## src/hw/rtl/imusd_pkg.sv

```systemverilog
// Shared constants, types and codes of the IMU stillness detector.
// Used by every module of the block; depends on nothing else.
`default_nettype none

package imusd_pkg;

   localparam int CHANNELS    = 7;
   localparam int SAMPLE_W    = 16;
   localparam int WINDOW_LOG2 = 8;
   localparam int WINDOW      = 1 << WINDOW_LOG2;
   localparam int SUM_W       = SAMPLE_W + WINDOW_LOG2;
   localparam int ROW_W       = CHANNELS * SAMPLE_W;

   localparam int CH_ACCEL_X     = 0;
   localparam int CH_ACCEL_Z     = 2;
   localparam int CH_TEMPERATURE = 3;
   localparam int CH_GYRO_X      = 4;
   localparam int CH_GYRO_Z      = 6;

   // Division by five through a reciprocal: exact for magnitudes below 2**18.
   localparam int DIV5_SHIFT = 20;
   localparam int DIV5_MUL   = ((1 << DIV5_SHIFT) + 4) / 5;
   localparam int MAG_W      = SAMPLE_W + 2;

   localparam int CSR_INDEX_W = 2;
   localparam int CSR_DATA_W  = 16;
   localparam logic [CSR_INDEX_W-1:0] CSR_ACCEL_LIMIT  = 2'd0;
   localparam logic [CSR_INDEX_W-1:0] CSR_GYRO_LIMIT   = 2'd1;
   localparam logic [CSR_INDEX_W-1:0] CSR_STILL_NEEDED = 2'd2;
   localparam logic [CSR_INDEX_W-1:0] CSR_MOTION_RESET = 2'd3;

   localparam int STILL_W  = 10;
   localparam int MOTION_W = 4;

   localparam logic [15:0]         RST_ACCEL_LIMIT  = 16'd400;
   localparam logic [15:0]         RST_GYRO_LIMIT   = 16'd100;
   localparam logic [STILL_W-1:0]  RST_STILL_NEEDED = 10'd1000;
   localparam logic [MOTION_W-1:0] RST_MOTION_RESET = 4'd10;

   typedef logic [CHANNELS-1:0][SAMPLE_W-1:0] sample_set_type;
   typedef logic [CHANNELS-1:0][SUM_W-1:0]    sum_set_type;
   typedef logic [CHANNELS-1:0][SAMPLE_W-1:0] dev_set_type;

   typedef struct packed {
      logic [15:0]         accel_limit;
      logic [15:0]         gyro_limit;
      logic [STILL_W-1:0]  still_needed;
      logic [MOTION_W-1:0] motion_reset_count;
   } cfg_type;

   typedef struct packed {
      logic load_dev;
      logic load_out;
   } pipe_ctl_type;

endpackage

`default_nettype wire

```

## src/hw/rtl/imusd_filter_bank.sv

```systemverilog
// Per-channel window sums and first-order filters, updated once per beat.
// Depends on imusd_pkg.
`default_nettype none

module imusd_filter_bank import imusd_pkg::*; (
   input  wire logic           clock,
   input  wire logic           reset,
   input  wire logic           load,
   input  wire sample_set_type sample,
   input  wire sample_set_type old_row,
   output sum_set_type         sum,
   output sample_set_type      filt
);

   sum_set_type    sum_ff;
   sum_set_type    sum_in;
   sample_set_type filt_ff;
   sample_set_type filt_in;

   assign sum  = sum_ff;
   assign filt = filt_ff;

   always_comb begin
      logic signed [MAG_W:0]     acc;
      logic [MAG_W-1:0]          mag;
      logic [2*MAG_W-1:0]        prod;
      logic [SAMPLE_W-1:0]       quot;
      logic signed [SUM_W-1:0]   x_ext;
      logic signed [SUM_W-1:0]   o_ext;
      for (int ch = 0; ch < CHANNELS; ch++) begin
         x_ext = SUM_W'($signed(sample[ch]));
         o_ext = SUM_W'($signed(old_row[ch]));
         sum_in[ch] = sum_ff[ch] + x_ext - o_ext;
         acc  = {sample[ch][SAMPLE_W-1], sample[ch], 2'b00}
              + {{3{filt_ff[ch][SAMPLE_W-1]}}, filt_ff[ch]};
         mag  = acc[MAG_W] ? MAG_W'(-acc) : MAG_W'(acc);
         prod = mag * MAG_W'(DIV5_MUL);
         quot = prod[DIV5_SHIFT +: SAMPLE_W];
         filt_in[ch] = acc[MAG_W] ? SAMPLE_W'(-quot) : quot;
      end
   end

   always_ff @(posedge clock) begin
      if (reset) begin
         sum_ff  <= '0;
         filt_ff <= '0;
      end else if (load) begin
         sum_ff  <= sum_in;
         filt_ff <= filt_in;
      end
   end

endmodule

`default_nettype wire

```

## config.mk

```make
export PLATFORM = sky130hd
export DESIGN_NAME = imusd_filter_bank
export DESIGN_NICKNAME = d
export VERILOG_FILES = /design/src/hw/rtl/imusd_pkg.sv /design/src/hw/rtl/imusd_filter_bank.sv
export SDC_FILE = /design/constraint.sdc
export NUM_CORES = 2
export LEC_CHECK = 0
export ABC_AREA = 1
export BUFFER_PORTS_ARGS = -buffer_cell sky130_fd_sc_hd__clkbuf_2
export CAP_MARGIN = 15
export CORE_UTILIZATION = 55
export CTS_BUF_LIST = sky130_fd_sc_hd__clkbuf_2
export DETAILED_ROUTE_END_ITERATION = 6
export PLACE_DENSITY = 0.82
export SYNTH_ARGS = -nofsm -noshare
export SYNTH_HDL_FRONTEND = slang
export SYNTH_SLANG_ARGS = --single-unit
```

## constraint.sdc

```tcl
create_clock -name clock -period 10.6 [get_ports clock]
set_input_delay 0 -clock clock [delete_from_list [all_inputs] [get_ports clock]]
set_output_delay 0 -clock clock [all_outputs]
set_load 0.05 [all_outputs]
```

Word level (Yosys, flattened, before mapping)
Index checks and enable logic that the tools add are counted.
- input port bits: 227
- bits in latches: 0
- word-level logic and storage cells: 70
- bits in read-only memories: 0
- RAM bits: 0
- memories: 0
- register bits: 280
- muxes and demuxes: 14
- divide/modulo/power cells: 0
- reduce and logical (&&, ||, !) cells: 0
- bitwise operators: 0
- eq/ne operators: 0
- $lt $le $gt $ge: 0
- multiply operators: 7
- add/subtract/negate cells: 35
- shift operators: 0
- operators by type and width (operator ; count):
    18-bit by 16-bit multiplier with 34-bit output (second input constant) ; 7
    24-bit adder ; 7
    24-bit subtractor ; 7
    18-bit by 16-bit adder with 19-bit output ; 7
    18-bit 2-to-1 mux ; 7
    18-bit negation ; 7
    16-bit 2-to-1 mux ; 7
    16-bit negation ; 7

Logic depth before layout (Yosys ltp)
- depth in word-level cells: 6
- gate-level depth with buffers: 55
- depth with buffers taken out: 55

Least setup slack after synthesis
OpenSTA, ideal clock, no wires.
- path kind: register to register
- start point: reg filt_ff, in the netlist filt[2]
- end point: reg filt_ff, in the netlist filt[12]
- path buffers: 0
- stages on the path, launching flop included: 49
- data required time: 10.491 ns
- period minus slack after synthesis: 8.106 ns
- arrival: 7.997 ns
- slack: 2.494 ns
- cell sequence: dfxtp_1 ha_1 inv_1 fa_1 inv_1 nand3_1 nand2_1 nand2_1 nand2_1 nand3_1 nand2_1 a21oi_1 xor2_1 nand2_1 nor3_1 nand3_1 nand3_1 nand2_1 [13 not listed] nand2_1 nor2_1 inv_1 nor2_1 and3_1 nand3_1 nand2_1 nand2_1 nand2_2 nand3_2 nor2_2 nand4_2 o21ai_4 nand2_1 nand2_1 nand3_1 nand2_1 inv_1
- word-level cells in the longest chain between the ends: 6
- ends and longest elaborated chain (element ; line ; RTL):
    from (decl) ; imusd_filter_bank.sv:17 ; sample_set_type filt_ff;
    from (signal assigned) ; imusd_filter_bank.sv:49 ; filt_ff <= filt_in;
    18-bit by 16-bit adder with 19-bit output * ; imusd_filter_bank.sv:35 ; + {{3{filt_ff[ch][SAMPLE_W-1]}}, filt_ff[ch]};
    18-bit negation ; imusd_filter_bank.sv:36 ; mag = acc[MAG_W] ? MAG_W'(-acc) : MAG_W'(acc);
    18-bit 2-to-1 mux ; imusd_filter_bank.sv:36 ;
    18-bit by 16-bit multiplier with 34-bit output ; imusd_filter_bank.sv:37 ; prod = mag * MAG_W'(DIV5_MUL);
    16-bit negation ; imusd_filter_bank.sv:39 ; filt_in[ch] = acc[MAG_W] ? SAMPLE_W'(-quot) : quot;
    16-bit 2-to-1 mux * ; imusd_filter_bank.sv:39 ;
Mark *: on every way between the ends. The rest lies on a longest branch, timed or not.
A chain may end at the register's enable or synchronous reset.

Worst setup path in the final report
- start point: reg filt_ff, in the netlist filt[34]
- end point: reg filt_ff, in the netlist filt[36]
Same word-level chain as after synthesis.

==> flow_summary.json <==
{
  "worst_pin_slew_ns": 1.003,
  "ys_async_sr_fraction": 0,
  "crit_path_end": "filt[36]",
  "numCtsBuffers": 92,
  "path_depth": 41,
  "crit_buf_inv": 13,
  "rr_worst_depth": 41,
  "rsz0062_at_grt": "yes",
  "fin_nets": 13510,
  "ios": 507,
  "cts_buffer_depth": 3,
  "die_w_um": 366.1,
  "die_area_um2": 134000,
  "rr_startpoint": "filt[34]",
  "syn-cell-area_um2": 72910,
  "clk_pin_slew_ns": 0.15,
  "tritoncts": "done",
  "drc": 11,
  "cp_top_family": "adder cells",
  "avgSynthCellArea_um2": 7.367,
  "netlist_instances": 9898,
  "multiInputGateArea_um2": 57000,
  "num_vias": 73040,
  "final.setup_skew_ns": 0.1445,
  "timing.setup.tns_ns": -0.1843,
  "layout_setup_ws_ns": -0.1843,
  "r2r_slack_ns": -0.18,
  "grt_usage": 0.3910,
  "start_util": 0.5546,
  "htreeDepth": 3,
  "reg2reg_to": "filt[36]",
  "cpMostUsedCell": "inv_1",
  "cp-start-kind": "flop",
  "setup-violations-final": 1,
  "fmax_mhz": 92.73,
  "drv_slew": 0,
  "grt_pass1_vias": 75050,
  "min_path_type": "in2reg",
  "final-seq-area_um2": 5608,
  "io_buffers": 506,
  "grt_max_degree": 144,
  "cp-end-kind": "flop",
  "violations": "design-rule violations, negative setup slack",
  "avgViaCountPerCell": 5.610,
  "yosys_warnings": 0,
  "synth_nets": 12210,
  "cts.sinks": 280,
  "cpPeakStageDelay_ns": 0.62,
  "timing.final.crit_share": 1.017,
  "synth_flop_cell": "dfxtp_1",
  "final_core_util": 0.6566,
  "cp_slowest_cell": "dlygate4sd3_1",
  "fillers": 10800,
  "grt_antenna_before_repair": 29,
  "gp_congestion": 1.004,
  "synth_edf_count": 0,
  "path_class": "reg2reg",
  "drt-initial-drc-count": 6529,
  "gr-total-overflow": 0,
  "worstPathRequired_ns": 12.10,
  "wl_per_cell_um": 20.45,
  "hold_viol": 0,
  "cp.arrival_ns": 12.28,
  "status": "finished, violations left",
  "synth_cell_types": 66,
  "crit_fanout": 7,
  "startpoint": "filt[34]",
  "dpl.hpwl_mm": 197.3,
  "rows": 133,
  "min_period_ns": 10.78,
  "seq_area_frac_synth": 0.07688,
  "core_um2": 131500,
  "final_cell_mix": "inv_1, nand2_1, ha_1",
  "routed_wl_mm": 266.2,
  "die_y_um": 366.1,
  "drive_gt1_frac": 0.08287,
  "area_growth_pct": 18.38,
  "grt_pass1_wl_mm": 411.2,
  "antenna_left": 0,
  "relSlewSlack": 0.3312,
  "max-cap-violations": 0,
  "clock_latency_ns": 1.54,
  "ys_ff_latch": 280,
  "clockRootBuffer": "clkbuf_2",
  "layout_commonest_cell": "inv_1",
  "first_pass_iters": 7
}
## through the flow
step	worst slack, ns	hold WS, ns	std cells	area [um^2]
final	-0.1843	0.1243	13020	86310
after global routing	-0.6388	0.1086	13010	86290
after CTS	0.06220	0.00004474	12980	85760
after detailed placement	1.498	0.3908	12070	77340
after global placement	1.578	0.4006	12070	77340
after floorplan	2.494	0.3015	9898	72910
## flip-flops by register name (all words and copies together), names as in the netlist
signal,cells
sum,168
filt,112
## cells in the mapped netlist (8+ instances only)
cell type | n | area (um^2)
a211oi_1 | 13 | 97.59
a21boi_0 | 22 | 165.2
a21boi_1 | 8 | 60.06
a21o_1 | 42 | 315.3
a21oi_1 | 676 | 3383
a31o_2 | 10 | 87.58
a31oi_1 | 98 | 613.1
and3_1 | 24 | 150.1
buf_1 | 18 | 67.56
clkbuf_1 | 82 | 307.8
dfxtp_1 | 280 | 5605
fa_1 | 798 | 15980
ha_1 | 1288 | 16120
inv_1 | 2678 | 10050
nand2_1 | 1430 | 5368
nand2_2 | 78 | 488.0
nand3_1 | 355 | 1777
nand3_2 | 20 | 200.2
nand3b_1 | 46 | 345.3
nand4_1 | 77 | 481.7
nor2_1 | 568 | 2132
nor2_2 | 13 | 81.33
nor3_1 | 71 | 355.3
nor4_1 | 17 | 106.4
o211ai_1 | 23 | 172.7
o21a_1 | 19 | 142.6
o21ai_0 | 410 | 2052
o21ai_1 | 58 | 290.3
o21bai_1 | 52 | 390.4
o221a_2 | 14 | 157.7
or2_2 | 11 | 68.82
xnor2_1 | 145 | 1270
xor2_1 | 345 | 3022
## worst min-delay path: cells and delay by family
kind | cells | cell delay (ns)
adders and majority gates | 1 | 0.28
xor gates and xnor gates | 2 | 0.21
buffers and inverters | 2 | 0.87
AOI/OAI and AO/OA | 1 | 0.05
and+or+nand+nor | 1 | 0.06
## repair_timing
action | 4_1_cts | 5_1_grt
hold endpoints to repair | 280 | 0
setup endpoints to repair | 0 | 63
resized for setup | 0 | 61
buffers inserted | 0 | 23
hold buffers | 764 | 0
## worst min path at each step
stage                startpoint       end  slack, ns  depth (start not counted)
global placement          reset  filt[97]       0.40                          2
floorplan             sample[0]    sum[0]       0.30                          3
finish              old_row[79]  sum[119]       0.12                          7
global route        old_row[79]  sum[119]       0.11                          7
CTS                   sample[5]    sum[6]    0.00004                         11
detailed placement        reset  filt[97]       0.39                          2
## logic make-up after synthesis
group | count (synthesis) | synth area share
compound gates | 1482 | 0.1138
xor+xnor | 499 | 0.06095
fa+ha+maj | 2086 | 0.4401
buf+inv | 2808 | 0.1455
flops | 280 | 0.07688
mux | 1 | 0.0001373
simple gates | 2742 | 0.1626
## final cells by class
cell class | instances | share of cell area
Timing Repair inverter | 1 | 0.00005798
Inverter | 2690 | 0.1174
Sequential cell | 280 | 0.06497
Antenna cell | 18 | 0.0005219
Timing Repair Buffer | 1317 | 0.1228
Clock buffer | 119 | 0.006900
Multi-Input combinational cell | 6811 | 0.6604
Clock inverter | 29 | 0.001580
Tap cell | 1755 | 0.02544
## routing by layer
metal / wire length [um] / up-vias / part of all wire / global-route usage
met5: 170 / - / 0.00064 / 0.001781
met4: 20060 / 26 / 0.075 / 0.2541
met3: 26120 / 1359 / 0.098 / 0.1120
met2: 119200 / 3916 / 0.45 / 0.6282
met1: 100700 / 34240 / 0.38 / 0.4553
li1: - / 33500 / - / -
Power is left out: the tool's default activity adds up to more than one toggle a clock period on the data nets, which glitch-free logic cannot reach.
