File: config.mk
export PLATFORM = sky130hd
export DESIGN_NAME = imusd_decision
export DESIGN_NICKNAME = d
export VERILOG_FILES = /design/src/hw/rtl/imusd_pkg.sv /design/src/hw/rtl/imusd_decision.sv
export SDC_FILE = /design/constraint.sdc
export NUM_CORES = 1
export LEC_CHECK = 0
export BUFFER_PORTS_ARGS = -buffer_cell sky130_fd_sc_hd__buf_2
export CAP_MARGIN = 15
export CORE_MARGIN = 10
export CORE_UTILIZATION = 41
export CTS_BUF_LIST = sky130_fd_sc_hd__clkbuf_16
export CTS_CLUSTER_SIZE = 10
export DETAILED_ROUTE_END_ITERATION = 8
export PLACE_DENSITY = 0.63
export SLEW_MARGIN = 20
export SYNTH_ARGS = -nofsm -noshare
export SYNTH_HDL_FRONTEND = slang
export SYNTH_SLANG_ARGS = --single-unit
File: constraint.sdc
create_clock -name clock -period 18.2 [get_ports clock]
set_clock_uncertainty 0.1 [all_clocks]
set_input_delay 3.64 -clock clock [delete_from_list [all_inputs] [get_ports clock]]
set_output_delay 3.64 -clock clock [all_outputs]
set_load 0.03 [all_outputs]
File: src/hw/rtl/imusd_pkg.sv
// Shared constants, types and codes of the IMU stillness detector.
// Used by every module of the block; depends on nothing else.
`default_nettype none

package imusd_pkg;

   localparam int CHANNELS    = 7;
   localparam int SAMPLE_W    = 16;
   localparam int WINDOW_LOG2 = 8;
   localparam int WINDOW      = 1 << WINDOW_LOG2;
   localparam int SUM_W       = SAMPLE_W + WINDOW_LOG2;
   localparam int ROW_W       = CHANNELS * SAMPLE_W;

   localparam int CH_ACCEL_X     = 0;
   localparam int CH_ACCEL_Z     = 2;
   localparam int CH_TEMPERATURE = 3;
   localparam int CH_GYRO_X      = 4;
   localparam int CH_GYRO_Z      = 6;

   // Division by five through a reciprocal: exact for magnitudes below 2**18.
   localparam int DIV5_SHIFT = 20;
   localparam int DIV5_MUL   = ((1 << DIV5_SHIFT) + 4) / 5;
   localparam int MAG_W      = SAMPLE_W + 2;

   localparam int CSR_INDEX_W = 2;
   localparam int CSR_DATA_W  = 16;
   localparam logic [CSR_INDEX_W-1:0] CSR_ACCEL_LIMIT  = 2'd0;
   localparam logic [CSR_INDEX_W-1:0] CSR_GYRO_LIMIT   = 2'd1;
   localparam logic [CSR_INDEX_W-1:0] CSR_STILL_NEEDED = 2'd2;
   localparam logic [CSR_INDEX_W-1:0] CSR_MOTION_RESET = 2'd3;

   localparam int STILL_W  = 10;
   localparam int MOTION_W = 4;

   localparam logic [15:0]         RST_ACCEL_LIMIT  = 16'd400;
   localparam logic [15:0]         RST_GYRO_LIMIT   = 16'd100;
   localparam logic [STILL_W-1:0]  RST_STILL_NEEDED = 10'd1000;
   localparam logic [MOTION_W-1:0] RST_MOTION_RESET = 4'd10;

   typedef logic [CHANNELS-1:0][SAMPLE_W-1:0] sample_set_type;
   typedef logic [CHANNELS-1:0][SUM_W-1:0]    sum_set_type;
   typedef logic [CHANNELS-1:0][SAMPLE_W-1:0] dev_set_type;

   typedef struct packed {
      logic [15:0]         accel_limit;
      logic [15:0]         gyro_limit;
      logic [STILL_W-1:0]  still_needed;
      logic [MOTION_W-1:0] motion_reset_count;
   } cfg_type;

   typedef struct packed {
      logic load_dev;
      logic load_out;
   } pipe_ctl_type;

endpackage

`default_nettype wire

File: src/hw/rtl/imusd_decision.sv
// Deviation stage, stillness counters and the result register.
// Depends on imusd_pkg.
`default_nettype none

module imusd_decision import imusd_pkg::*; (
   input  wire logic           clock,
   input  wire logic           reset,
   input  wire pipe_ctl_type   ctl,
   input  wire cfg_type        cfg,
   input  wire sum_set_type    sum,
   input  wire sample_set_type filt,
   output logic                is_still,
   output dev_set_type         dev
);

   dev_set_type         dev_in;
   dev_set_type         dev_ff;
   logic                quiet_in;
   logic                quiet_ff;
   dev_set_type         out_dev_ff;
   logic                out_still_ff;
   logic                out_still_in;
   logic [STILL_W-1:0]  still_count_ff;
   logic [STILL_W-1:0]  still_count_in;
   logic [MOTION_W-1:0] motion_count_ff;
   logic [MOTION_W-1:0] motion_count_in;

   assign is_still = out_still_ff;
   assign dev      = out_dev_ff;

   always_comb begin
      logic [SUM_W-1:0]    adj;
      logic [SAMPLE_W-1:0] mean;
      logic [SAMPLE_W:0]   diff;
      quiet_in = 1'b1;
      for (int ch = 0; ch < CHANNELS; ch++) begin
         adj  = sum[ch] + (sum[ch][SUM_W-1] ? SUM_W'(WINDOW - 1) : SUM_W'(0));
         mean = adj[SUM_W-1:WINDOW_LOG2];
         diff = {filt[ch][SAMPLE_W-1], filt[ch]} - {mean[SAMPLE_W-1], mean};
         dev_in[ch] = diff[SAMPLE_W] ? SAMPLE_W'(-diff) : diff[SAMPLE_W-1:0];
      end
      for (int ch = CH_ACCEL_X; ch <= CH_ACCEL_Z; ch++) begin
         if (dev_in[ch] >= cfg.accel_limit) begin
            quiet_in = 1'b0;
         end
      end
      for (int ch = CH_GYRO_X; ch <= CH_GYRO_Z; ch++) begin
         if (dev_in[ch] >= cfg.gyro_limit) begin
            quiet_in = 1'b0;
         end
      end
   end

   always_comb begin
      logic [STILL_W:0]  still_next;
      logic [MOTION_W:0] motion_next;
      still_next      = {1'b0, still_count_ff};
      motion_next     = {1'b0, motion_count_ff} + 1'b1;
      motion_count_in = motion_count_ff;
      if (quiet_ff) begin
         still_next = still_next + 1'b1;
      end else begin
         if (motion_next >= {1'b0, cfg.motion_reset_count}) begin
            motion_count_in = '0;
            still_next      = '0;
         end else begin
            motion_count_in = motion_next[MOTION_W-1:0];
         end
      end
      if (still_next >= {1'b0, cfg.still_needed}) begin
         still_count_in = cfg.still_needed;
         out_still_in   = 1'b1;
      end else begin
         still_count_in = still_next[STILL_W-1:0];
         out_still_in   = 1'b0;
      end
   end

   always_ff @(posedge clock) begin
      if (ctl.load_dev) begin
         dev_ff   <= dev_in;
         quiet_ff <= quiet_in;
      end
      if (ctl.load_out) begin
         out_dev_ff   <= dev_ff;
         out_still_ff <= out_still_in;
      end
   end

   always_ff @(posedge clock) begin
      if (reset) begin
         still_count_ff  <= '0;
         motion_count_ff <= '0;
      end else if (ctl.load_out) begin
         still_count_ff  <= still_count_in;
         motion_count_ff <= motion_count_in;
      end
   end

endmodule

`default_nettype wire

# After elaboration in Yosys (flattened, before gate mapping)
# Cells that the tools add are included.
# W data, S select, Z words.
[word_totals]
mem_bits_ro = 0
word_cells = 72
ramBits = 0
latch_bits = 0
ff_bits = 240
output_inout_bits = 113
memories = 0
[op_classes]
n_bitwise = 1
shifts = 0
eq_ne = 0
addsub = 23
div = 0
order_cmp = 8
mul = 0
muxes = 20
reduce_logical = 2
[op_table]
columns = ["cell", "count"]
rows = [
  ["$add A24 B8 Y24", 7],
  ["$sub A16 B16 Y17", 7],
  ["$mux W16", 7],
  ["$neg A16 Y16", 7],
  ["$ge A16 B16 Y1", 6],
  ["$mux W8", 7],
  ["$mux W10", 2],
  ["$add A10 B1 Y11 const B", 1],
  ["$ge A11 B10 Y1", 1],
  ["$mux W11", 1],
  ["$add A4 B1 Y5 const B", 1],
  ["$ge A5 B4 Y1", 1],
  ["$reduce_or A5 Y1", 1],
  ["$mux W4", 1],
  ["$mux W1", 2],
  ["$reduce_and A2 Y1", 1],
  ["$not A1 Y1", 1],
]

# Logic depth before layout (Yosys ltp)
# Gate-level depths: netlist of the first run.
[depth]
ltp_word = 7
ltp_mapped = 31

# Worst setup path after synthesis of the first run
# No wires, ideal clock.
[synth_path]
path_type = "input-to-reg"
startpoint = "in sum[97] (netlist name)"
endpoint = "reg quiet_ff (data pin)"
setup_time_ns = 0.176
path_buffers = 0
arrival_time_ns = 9.185
setup_slack_ns = 8.739
cell_stages = 27
path_cell_list = "ha_1 -> a31o_2 -> a21o_1 -> a21o_1 -> a21o_1 -> a2111oi_0 -> nor2_1 -> xor2_1 -> ha_1 -> inv_1 -> fa_1 -> a21o_1 -> a211oi_1 -> nor2_1 -> or2_2 -> or3_1 -> or3_1 -> o41ai_2 -> xnor2_1 -> ha_1 -> a22oi_1 -> nand3_1 -> nor3_1 -> o2111ai_1 -> nor3_1 -> o41ai_1 -> nor4_1"
[synth_rtl]
columns = ["item", "line", "text"]
rows = [
  ["start, declared", "imusd_decision.sv:10", "input wire sum_set_type sum,"],
  ["end signal, assigned", "imusd_decision.sv:82", "quiet_ff <= quiet_in;"],
  ["end, declared", "imusd_decision.sv:19", "logic quiet_ff;"],
]

==> results by group, run 1 <==
Pwr
  • Internal power: around 1.4 mW
  • Seq pwr share: between 30% and 40%
  • Combinational Power Share: roughly two fifths
  • Switch share: between 30% and 40%
  • Leakage power: 10.59 nW
  • Switching Power: 788.0 uW
  • Peak supply drop: around 0.063 mV
  • Pwr Density: 90.30 nW/um^2
  • Clock network power share: between 20% and 30%

STA
  • RSZ-0062 raised after global routing: false
  • Max Fclk: just under 0.1 GHz
  • Setup TNS: 0 ns
  • Period utilization: a little under three fifths
  • Hold slack: approximately 0.31 ns
  • Worst setup margin: around 8.0 ns
  • Shortest period the worst path allows: slightly above 10 ns
  • Final Max Slew Viols: 0
  • Worst relative slew slack: 32.39%
  • # setup viols final: 0
  • Final hold violation count: 0
  • Worst-Margin Slew: approximately 1 ns

Setup path
  • Worst path required time: roughly 18 ns
  • Worst r2r src: motion_count_ff[0]$_SDFFE_PP0P_
  • Crit end category: flip-flop
  • Worst-path maximum fanout: 16
  • Most used cell, CP: a21o_1
  • Max incr delay on CP: roughly 0.79 ns
  • Worst setup startpoint: sum[119]
  • Type of origin of the critical path: input pin
  • Critical path arrival: ~10 ns
  • Crit path kind: input pin to flip-flop
  • Max stage delay cell, worst path: o22ai_1

Layout
  • Layout cells sized above 1: between 20% and 30%
  • Non-Filler Instances: 3223
  • Fillers: approximately 4.5k
  • Area grow syn2layout: 18.84%
  • Fin util: roughly half
  • Nets: 3154

Logic synthesis
  • Cell taking the most area after synthesis: edfxtp_1
  • Main flop type after synthesis: edfxtp_1
  • Syn. warnings: 0
  • Library cells used by synthesis: ~90
  • Number of synthesized register bits: 240
  • Syn_area_per_cell: between 9 and 10 sq um
  • EDFF count, synth: 226
  • Sequential share of the synthesized area: ~35%
  • Synth top cells by count: ha_1, edfxtp_1, xnor2_1, nor2_1, xor2_1
  • Top-count cell post-synth: ha_1
  • Synth area leaders: edfxtp_1, ha_1, xnor2_1, xor2_1, a21oi_1
  • Mapped Area: between 20000 and 25000 sq um
  • Top cell type's share of synthesized area: around a third
  • Gate Count Post-Synth: 2090
  • Post-synth ARST share: 0%
  • Mapped Nets: approximately 2.7k

GRT
  • GRT Total Usage: about a fifth
  • First-pass GRT wire length: 93.27 mm
  • Pin count of the biggest net entering global routing: 72
  • Vias in the first global route: between 15k and 20k
  • GRT overflow: 0
  • Initial antenna violation count: 9

Outcome
  • Status: finished, final reports clean

Die
  • Boundary pin count: around 440
  • Die outline width: ~240 um
  • Area of the die: 59240 sq um
  • Die Y: between 200 and 250 um
  • Starting density of the core: between 40% and 50%
  • Row count: a little over 80
  • Core box area: between 40000 and 50000 sq um

Placement
  • Placed Instances: 3169
  • Pre-CTS setup slack: 7.686 ns
  • GPL Wtd Cong: 0.8882
  • Hpwl dp: about 50 mm
  • # port buffers: approximately 440

Worst hold path
  • HP Start: dev_ff[67]$_DFFE_PP_
  • Hold Crit Class: flip-flop to flip-flop

Detailed routing
  • Vias: between 15k and 20k
  • Drt initial violations: approximately 820
  • Drt via density: ~5.3
  • DRT Wirelength: 60.16 mm
  • Post-DRT Antenna Nets: 0
  • # DRC: 0
  • DRT Pass-1 Iters: 5
  • Routed len/inst: roughly 19 um

Clock tree
  • Deepest clock path buffer count: 3
  • H-tree depth: 1
  • Hold_buf cts: 0
  • Clk root buf: clkbuf_16
  • Worst-skew pair later-pin latency: between 0.5 and 0.6 ns
  • CTS tree: done
  • Clock-pin slew on the worst setup and hold paths: roughly 0.06 ns
  • Resized cells post-CTS: 0
  • Total CTS buffers: 30
  • Clock sink count: 240
  • Setup bufs post-CTS: 0

Run
  • Max_cap viols: 0
-- power by group through the flow --
stage	sequential, mW	combinational [mW]	clock [mW]
3_3_place_gp	0.802	0.842	0
6_report	0.793	0.867	0.535
2_1_floorplan	0.863	0.531	0
5_1_grt	0.802	0.974	0.574
3_5_place_dp	0.805	0.864	0
4_1_cts	0.795	0.870	0.554
-- worst max-delay path: cells and delay by family --
kind | cells | cell delay, ns
xor gates and xnor gates | 2 | 0.45
buffers and inverters | 2 | 0.21
adders and majority gates | 4 | 1.16
AOI/OAI and AO/OA | 17 | 4.14
and+or+nand+nor | 4 | 0.81
-- sequential cells by signal (all words and copies together) (netlist names) --
| name | count |
|---|---|
| still_count_ff | 10 |
| dev_ff | 112 |
| is_still | 1 |
| motion_count_ff | 4 |
| dev | 112 |
| quiet_ff | 1 |
-- metal layers --
metal	vias up	part of all wire, %	track usage (%)
met5	-	0.10	0
li1	8676	-	-
met1	7958	45	24.72
met2	406	47	32.59
met3	81	5.9	3.917
met4	10	2.2	5.146
-- cell families (layout without fill, tap and decap cells) --
logic type | after synthesis | in the layout | synth area share (%)
muxes | 31 | 31 | 1.590
AOI/OAI and AO/OA | 494 | 494 | 15.84
DFF | 240 | 240 | 34.54
and+or+nand+nor | 612 | 612 | 15.37
buffers and inverters | 141 | 604 | 2.654
xor gates and xnor gates | 285 | 285 | 12.20
other | 0 | 6 | 0
adders and majority gates | 287 | 287 | 17.81
-- placed cells by master, fill, tap and decap left out, drive strengths merged, types with 19 or more instances in the layout --
cell and instances:
o211ai 22, a211oi 22, buf 447, a21o 67
nand2b 34, nor2 145, xnor2 154, nor3 38
o21ai 114, edfxtp 226, a21oi 129, o21a 26
nor2b 38, xor2 131, and3 26, mux2i 19
nand4 51, nand3 77, clkbuf 31, inv 117
ha 280, nand2 115
-- area by class of cell --
| type | count | area (sq um) | area share [%] |
|---|---|---|---|
| sequential | 240 | 7067 | 29.06 |
| tap | 664 | 830.8 | 3.417 |
| timing repair buffer | 447 | 2262 | 9.303 |
| antenna | 6 | 15.01 | 0.06175 |
| inverter | 109 | 409.1 | 1.683 |
| clock inverter | 17 | 96.34 | 0.3962 |
| multi-input combinational | 1709 | 12860 | 52.89 |
| clock buffer | 31 | 775.7 | 3.190 |
-- final timing paths --
path / endpoint / slack [ns] / depth (start not counted)
min reg2reg: dev[67]$_DFFE_PP_ / 0.31 / 0
min: dev[67]$_DFFE_PP_ / 0.31 / 0
max: quiet_ff$_SDFFCE_PP0P_ / 8.05 / 29
max reg2reg: still_count_ff[6]$_SDFFE_PP0P_ / 13.80 / 18
-- stage by stage --
step                area [sq um]  total power, mW
finish                     24320            2.196
global route               24310            2.350
CTS                        24290            2.219
detailed placement         23420            1.669
global placement           23420            1.644
floorplan                  20460            1.394
No activity file was read; power rests on OpenSTA's default activity.
==> run 2: changes to the inputs <==
--- a/config.mk
+++ b/config.mk
@@ -12,7 +12,7 @@
 export CTS_BUF_LIST = sky130_fd_sc_hd__clkbuf_16
 export CTS_CLUSTER_SIZE = 10
 export DETAILED_ROUTE_END_ITERATION = 8
-export PLACE_DENSITY = 0.63
+export PLACE_DENSITY = 0.65
 export SLEW_MARGIN = 20
 export SYNTH_ARGS = -nofsm -noshare
 export SYNTH_HDL_FRONTEND = slang
==> constraint.sdc (replaced) <==
create_clock -name clock -period 9.1 [get_ports clock]
set_clock_uncertainty 0.1 [all_clocks]
set_input_delay 1.82 -clock clock [delete_from_list [all_inputs] [get_ports clock]]
set_output_delay 1.82 -clock clock [all_outputs]
set_load 0.03 [all_outputs]
==> run 2 against run 1 <==
  * Wire length rose by 0.97%
  * Die area did not move
  * Clock-buffer cell count did not move
==> results by group, run 2 (synthesized netlist as in run 1, its figures left out) <==
STA
  • Max Fclk: 0.1222 GHz
  • Setup TNS: 0 ns (unchanged)
  • Shortest period the worst path allows: slightly above 8 ns
  • # setup viols final: 0 (unchanged)
  • Worst relative slew slack: 35.66% (+3.3 points)
  • Final hold violation count: 0 (unchanged)
  • Worst-Margin Slew: 0.9650 ns (-0.04915 ns)
  • Final Max Slew Viols: 0 (unchanged)
  • Worst setup margin: 0.9134 ns (-7.135 ns)
  • RSZ-0062 raised after global routing: false
  • Period utilization: roughly 90%

Setup path
  • Crit end category: flip-flop
  • Worst path required time: 9.35 ns (-9.12 ns)
  • Max stage delay cell, worst path: a2111oi_0
  • Type of origin of the critical path: input pin
  • Worst-path maximum fanout: 9 (-7)
  • Crit path kind: input pin to flip-flop
  • Critical path arrival: 8.44 ns (-1.99 ns)
  • Max incr delay on CP: 0.60 ns (-0.19 ns)

Clock tree
  • Clock sink count: 240 (unchanged)
  • Total CTS buffers: 30 (unchanged)
  • Clock-pin slew on the worst setup and hold paths: 0.06 ns (about the same)
  • Hold_buf cts: 0 (unchanged)
  • Resized cells post-CTS: 0 (unchanged)
  • H-tree depth: 1 (unchanged)
  • Setup bufs post-CTS: 0 (unchanged)
  • Worst-skew pair later-pin latency: 0.56 ns (about the same)
  • Clk root buf: clkbuf_16
  • Deepest clock path buffer count: 3 (unchanged)
  • CTS tree: done

Die
  • Die outline width: 243.4 um (unchanged)
  • Core box area: 49150 sq um (unchanged)
  • Boundary pin count: 443 (unchanged)
  • Starting density of the core: 41.63% (unchanged)
  • Row count: 81 (unchanged)
  • Area of the die: 59240 sq um (unchanged)
  • Die Y: 243.4 um (unchanged)

GRT
  • Pin count of the biggest net entering global routing: 77 (+6.9%)
  • Vias in the first global route: 17.16k (-0.98%)
  • Initial antenna violation count: 4 (-5)
  • GRT Total Usage: 19.42% (+0.092 points)
  • GRT overflow: 0 (unchanged)
  • First-pass GRT wire length: 93.70 mm (+0.45%)

Layout
  • Seq. cell area: 7067 sq um (unchanged)
  • Most frequent cells in the layout: buf_2, ha_1, edfxtp_1
  • Layout cells sized above 1: 21.29% (+0.18 points)
  • Nets: 3157 (+0.095%)
  • Fillers: 4609 (+1.8%)
  • Area grow syn2layout: 18.74% (about the same)
  • Post-Layout Inst Area: 24290 sq um (about the same)
  • Multi-input gate area: 12850 sq um (about the same)
  • Commonest non-fill, non-tap cell in the layout: buf_2
  • Fin util: 49.43% (about the same)

Detailed routing
  • Post-DRT Antenna Nets: 0 (unchanged)
  • Drt via density: 5.373 (+1.1%)
  • DRT Wirelength: 60.75 mm (+0.97%)
  • Routed len/inst: 18.86 um (+1.0%)
  • # DRC: 0 (unchanged)
  • Drt initial violations: 1160 (+42%)
  • DRT Pass-1 Iters: 6 (+1)
  • Vias: 17.31k (+1.0%)

Placement
  • Hpwl dp: 50.69 mm (+1.1%)
  • Pre-CTS setup slack: 0.4115 ns (-7.275 ns)
  • Placed cell area: 23440 sq um (about the same)
  • GPL Wtd Cong: 0.9209 (+3.7%)
  • # port buffers: 442 (unchanged)

Pwr
  • Pwr Density: 179.6 nW/um^2 (+99%)
  • Peak supply drop: 0.1303 mV (+110%)
  • Overall power: 4.364 mW (+99%)
  • Leakage power: 10.60 nW (+0.10%)

Outcome
  • Status: finished, final reports clean

Run
  • Max_cap viols: 0 (unchanged)

Worst hold path
  • Hold Crit Class: flip-flop to flip-flop
-- run 2: critical path: cells and delay by family --
family                   cells  cell delay (ns)
AO/OA/AOI/OAI               13             2.95
adder cells (fa/ha/maj)      3             0.98
buffers and inverters        1             0.16
AND/OR/NAND/NOR             10             2.21
XOR/XNOR                     2             0.35
-- run 2: power breakdown --
group	switching, mW	leakage (nW)	internal [mW]	total [mW]
Combinational	1.06	7.82	0.676	1.74
Sequential	0.0764	2.33	1.51	1.59
Clock	0.440	0.450	0.602	1.04
-- run 2: area by class of cell --
class	instances	area share, %
Antenna cell	2	0.02060
Clock inverter	16	0.2987
Clock buffer	31	3.193
Sequential cell	240	29.09
Timing Repair Buffer	450	9.389
Tap cell	664	3.420
Multi-Input combinational cell	1709	52.91
Inverter	109	1.684
-- run 2: routing by layer --
layer	vias to the layer above	part of all wire (%)	global-route usage (%)
li1	8685	-	-
met1	8110	45	25.24
met2	435	47	33.04
met3	72	5.8	3.534
met4	4	1.7	4.080
met5	-	0.031	0
-- run 2: through the flow --
stage,cells,hold WS [ns]
final,3221,0.3123
after global placement,3172,0.3002
after global routing,3221,0.3187
after detailed placement,3172,0.3045
after CTS,3219,0.3135
after floorplan,2090,0.3003
-- run 2: path summary, 6_finish.rpt --
path	from	to	slack [ns]	cells after the start
max	sum[119]	quiet_ff$_SDFFCE_PP0P_	0.91	29
min	dev_ff[4]$_DFFE_PP_	dev[4]$_DFFE_PP_	0.31	0
max reg2reg	motion_count_ff[0]$_SDFFE_PP0P_	still_count_ff[1]$_SDFFE_PP0P_	4.29	17
min reg2reg	dev_ff[4]$_DFFE_PP_	dev[4]$_DFFE_PP_	0.31	0
==> run 3: changes to the inputs <==
--- a/config.mk
+++ b/config.mk
@@ -5,6 +5,7 @@
 export SDC_FILE = /design/constraint.sdc
 export NUM_CORES = 1
 export LEC_CHECK = 0
+export ABC_AREA = 1
 export BUFFER_PORTS_ARGS = -buffer_cell sky130_fd_sc_hd__buf_2
 export CAP_MARGIN = 15
 export CORE_MARGIN = 10
@@ -12,7 +13,7 @@
 export CTS_BUF_LIST = sky130_fd_sc_hd__clkbuf_16
 export CTS_CLUSTER_SIZE = 10
 export DETAILED_ROUTE_END_ITERATION = 8
-export PLACE_DENSITY = 0.65
+export PLACE_DENSITY = 0.64
 export SLEW_MARGIN = 20
 export SYNTH_ARGS = -nofsm -noshare
 export SYNTH_HDL_FRONTEND = slang
==> run 3 against run 2 <==
  * Area after synthesis is 13% higher
  * Via count rose by 25%
  * Synthesized cell count grew 54%
  * Clock power about the same
  * Critical endpoint unchanged
  * Largest power group unchanged
==> results by group, run 3 <==
Die
  • Die outline width: 257.9 um (+5.9%)
  • Boundary pin count: 443 (unchanged)
  • Starting density of the core: 41.30% (-0.33 points)
  • Area of the die: 66500 sq um (+12%)
  • Die Y: 257.9 um (+5.9%)
  • Row count: 87 (+7.4%)
  • Core box area: 56170 sq um (+14%)

Pwr
  • Switch share: 39.14% (+3.0 points)
  • Combinational Power Share: 42.4% (+2.6 points)
  • Overall power: 4.620 mW (+5.9%)
  • Pwr Density: 170.1 nW/um^2 (-5.3%)
  • Internal power: 2.812 mW (+0.88%)
  • Switching Power: 1.808 mW (+15%)
  • Seq pwr share: 34.3% (-2.0 points)
  • Clock network power share: 23.2% (-0.7 points)
  • Peak supply drop: 0.1054 mV (-19%)
  • Leakage power: 14.27 nW (+35%)

STA
  • Period utilization: 70.36% (-20 points)
  • Final hold violation count: 0 (unchanged)
  • Worst setup margin: 2.697 ns (+1.784 ns)
  • Shortest period the worst path allows: 6.403 ns (-1.784 ns)
  • Worst-Margin Slew: 0.9303 ns (-0.03471 ns)
  • RSZ-0062 raised after global routing: false
  • Max Fclk: 0.1562 GHz (+28%)
  • # setup viols final: 0 (unchanged)
  • Setup TNS: 0 ns (unchanged)
  • Final Max Slew Viols: 0 (unchanged)
  • Worst relative slew slack: 37.98% (+2.3 points)

Logic synthesis
  • EDFF count, synth: 226 (unchanged)
  • Post-synth ARST share: 0% (unchanged)
  • Number of synthesized register bits: 240 (unchanged)
  • Mapped Nets: 3840 (+42%)
  • Syn. warnings: 0 (unchanged)
  • Gate Count Post-Synth: 3223 (+54%)
  • Synth top cells by count: nand2_1, inv_1, ha_1, nor2_1, nand3_1
  • Syn_area_per_cell: 7.198 sq um (-26%)
  • Cell taking the most area after synthesis: edfxtp_1
  • Library cells used by synthesis: 53 (-40%)
  • Synth area leaders: edfxtp_1, nand2_1, ha_1, inv_1, nand3_1
  • Mapped Area: 23200 sq um (+13%)
  • Sequential share of the synthesized area: 30.46% (-4.1 points)
  • Top-count cell post-synth: nand2_1
  • Main flop type after synthesis: edfxtp_1
  • Top cell type's share of synthesized area: 29.25% (-3.9 points)

Placement
  • GPL Wtd Cong: 0.9385 (+1.9%)
  • Placed Instances: 4409 (+39%)
  • Hpwl dp: 58.77 mm (+16%)
  • Pre-CTS setup slack: 2.122 ns (+1.711 ns)
  • # port buffers: 442 (unchanged)

Layout
  • Layout cells sized above 1: 14.74% (-6.6 points)
  • Most frequent cells in the layout: nand2_1, inv_1, buf_2
  • Commonest non-fill, non-tap cell in the layout: nand2_1
  • Area grow syn2layout: 17.06%
  • Non-Filler Instances: 4456 (+38%)
  • Fin util: 48.35% (-1.1 points)
  • Nets: 4302 (+36%)
  • Fillers: 5803 (+26%)

GRT
  • GRT overflow: 0 (unchanged)
  • Pin count of the biggest net entering global routing: 65 (-16%)
  • Vias in the first global route: 20.65k (+20%)
  • First-pass GRT wire length: 109.0 mm (+16%)
  • GRT Total Usage: 20.11% (+0.69 points)
  • Initial antenna violation count: 2 (-2)

Setup path
  • Max incr delay on CP: 0.49 ns (-0.11 ns)
  • Most used cell, CP: nand2_1
  • Crit end category: flip-flop
  • Kind of cell adding the most delay to the critical path: simple AND/OR/NAND/NOR gates
  • Max stage delay cell, worst path: a21oi_1
  • Flop2flop setup slack: 5.17 ns (+0.88 ns)
  • Type of origin of the critical path: input pin
  • Critical path arrival: 6.62 ns (-1.82 ns)
  • Crit path kind: input pin to flip-flop
  • Worst-path maximum fanout: 20 (+11)
  • Worst path required time: 9.32 ns (-0.03 ns)
  • CP Buf/Inv Count: 6 (+5)

Detailed routing
  • Routed len/inst: 15.44 um (-18%)
  • DRT Pass-1 Iters: 6 (unchanged)
  • Drt via density: 4.842 (-9.9%)
  • # DRC: 0 (unchanged)
  • Vias: 21.58k (+25%)
  • DRT Wirelength: 68.81 mm (+13%)
  • Post-DRT Antenna Nets: 0 (unchanged)
  • Drt initial violations: 1162 (+0.17%)

Clock tree
  • Setup bufs post-CTS: 0 (unchanged)
  • CTS tree: done
  • Hold_buf cts: 0 (unchanged)
  • Clock sink count: 240 (unchanged)
  • Clk root buf: clkbuf_16
  • Deepest clock path buffer count: 3 (unchanged)
  • H-tree depth: 1 (unchanged)
  • Resized cells post-CTS: 0 (unchanged)
  • Clock-pin slew on the worst setup and hold paths: 0.06 ns (about the same)
  • Worst-skew pair later-pin latency: 0.57 ns (about the same)
  • Total CTS buffers: 30 (unchanged)

Run
  • Max_cap viols: 0 (unchanged)

Worst hold path
  • Hold Crit Class: flip-flop to flip-flop

Outcome
  • Status: finished, final reports clean
## run 3: changes by cell type in the layout (fill, tap and decap cells not counted), moves of 19 or more
cell / previous run / this run
nand3_1: 77 / 237
nand2_1: 115 / 975
a21oi_1: 128 / 179
xnor2_1: 154 / 56
nor2b_1: 37 / 0
o21a_1: 26 / 3
mux2i_1: 19 / 0
and3_1: 25 / 1
a21o_1: 67 / 6
inv_1: 116 / 540
nor2_1: 145 / 259
nand2b_1: 34 / 0
o21ai_0: 112 / 74
## run 3: final timing paths
path,from,to,cells after the start
setup / recovery,sum[23],quiet_ff$_SDFFCE_PP0P_,34
hold / removal,dev_ff[35]$_DFFE_PP_,dev[35]$_DFFE_PP_,0
setup reg to reg,motion_count_ff[0]$_SDFFE_PP0P_,still_count_ff[3]$_SDFFE_PP0P_,25
hold reg to reg,dev_ff[35]$_DFFE_PP_,dev[35]$_DFFE_PP_,0
## run 3: power by group through the flow
stage	Clock [mW]	Combinational, mW	Sequential (mW)
after global placement	0	1.93	1.60
after detailed placement	0	1.96	1.61
after global routing	1.15	2.24	1.61
final	1.07	1.96	1.59
after CTS	1.11	1.97	1.59
after floorplan	0	1.24	1.73
## run 3: metal layers
layer / GRT usage (%) / part of all wire [%]
met1: 26.22 / 46
met2: 33.82 / 46
met5: 0 / 0
met3: 3.725 / 5.8
met4: 4.999 / 2.1
## run 3: area by class of cell
class	count	area [sq um]	share of cell area, %
multi-input combinational	2432	14030	51.65
clock inverter	14	86.33	0.3179
antenna	2	5.005	0.01843
sequential	240	7067	26.02
tap	756	945.9	3.483
timing repair buffer	444	2236	8.233
inverter	537	2016	7.422
clock buffer	31	775.7	2.856
## run 3: cell families (layout without fill, tap and decap cells)
logic type                 Yosys count  count (layout)  synth area share [%]
and+or+nand+nor                   1646            1646                 29.93
xor gates and xnor gates           194             194                 7.696
adders and majority gates          287             287                 15.71
buffers and inverters              551            1026                 9.077
AOI/OAI and AO/OA                  305             305                 7.125
other                                0               2                     0
DFF                                240             240                 30.46
## run 3: through the flow
stage,area (sq um),hold slack [ns]
3_5_place_dp,26290,0.3045
5_1_grt,27160,0.3157
6_report,27160,0.3021
4_1_cts,27150,0.3071
3_3_place_gp,26290,0.3008
2_1_floorplan,23200,0.3003
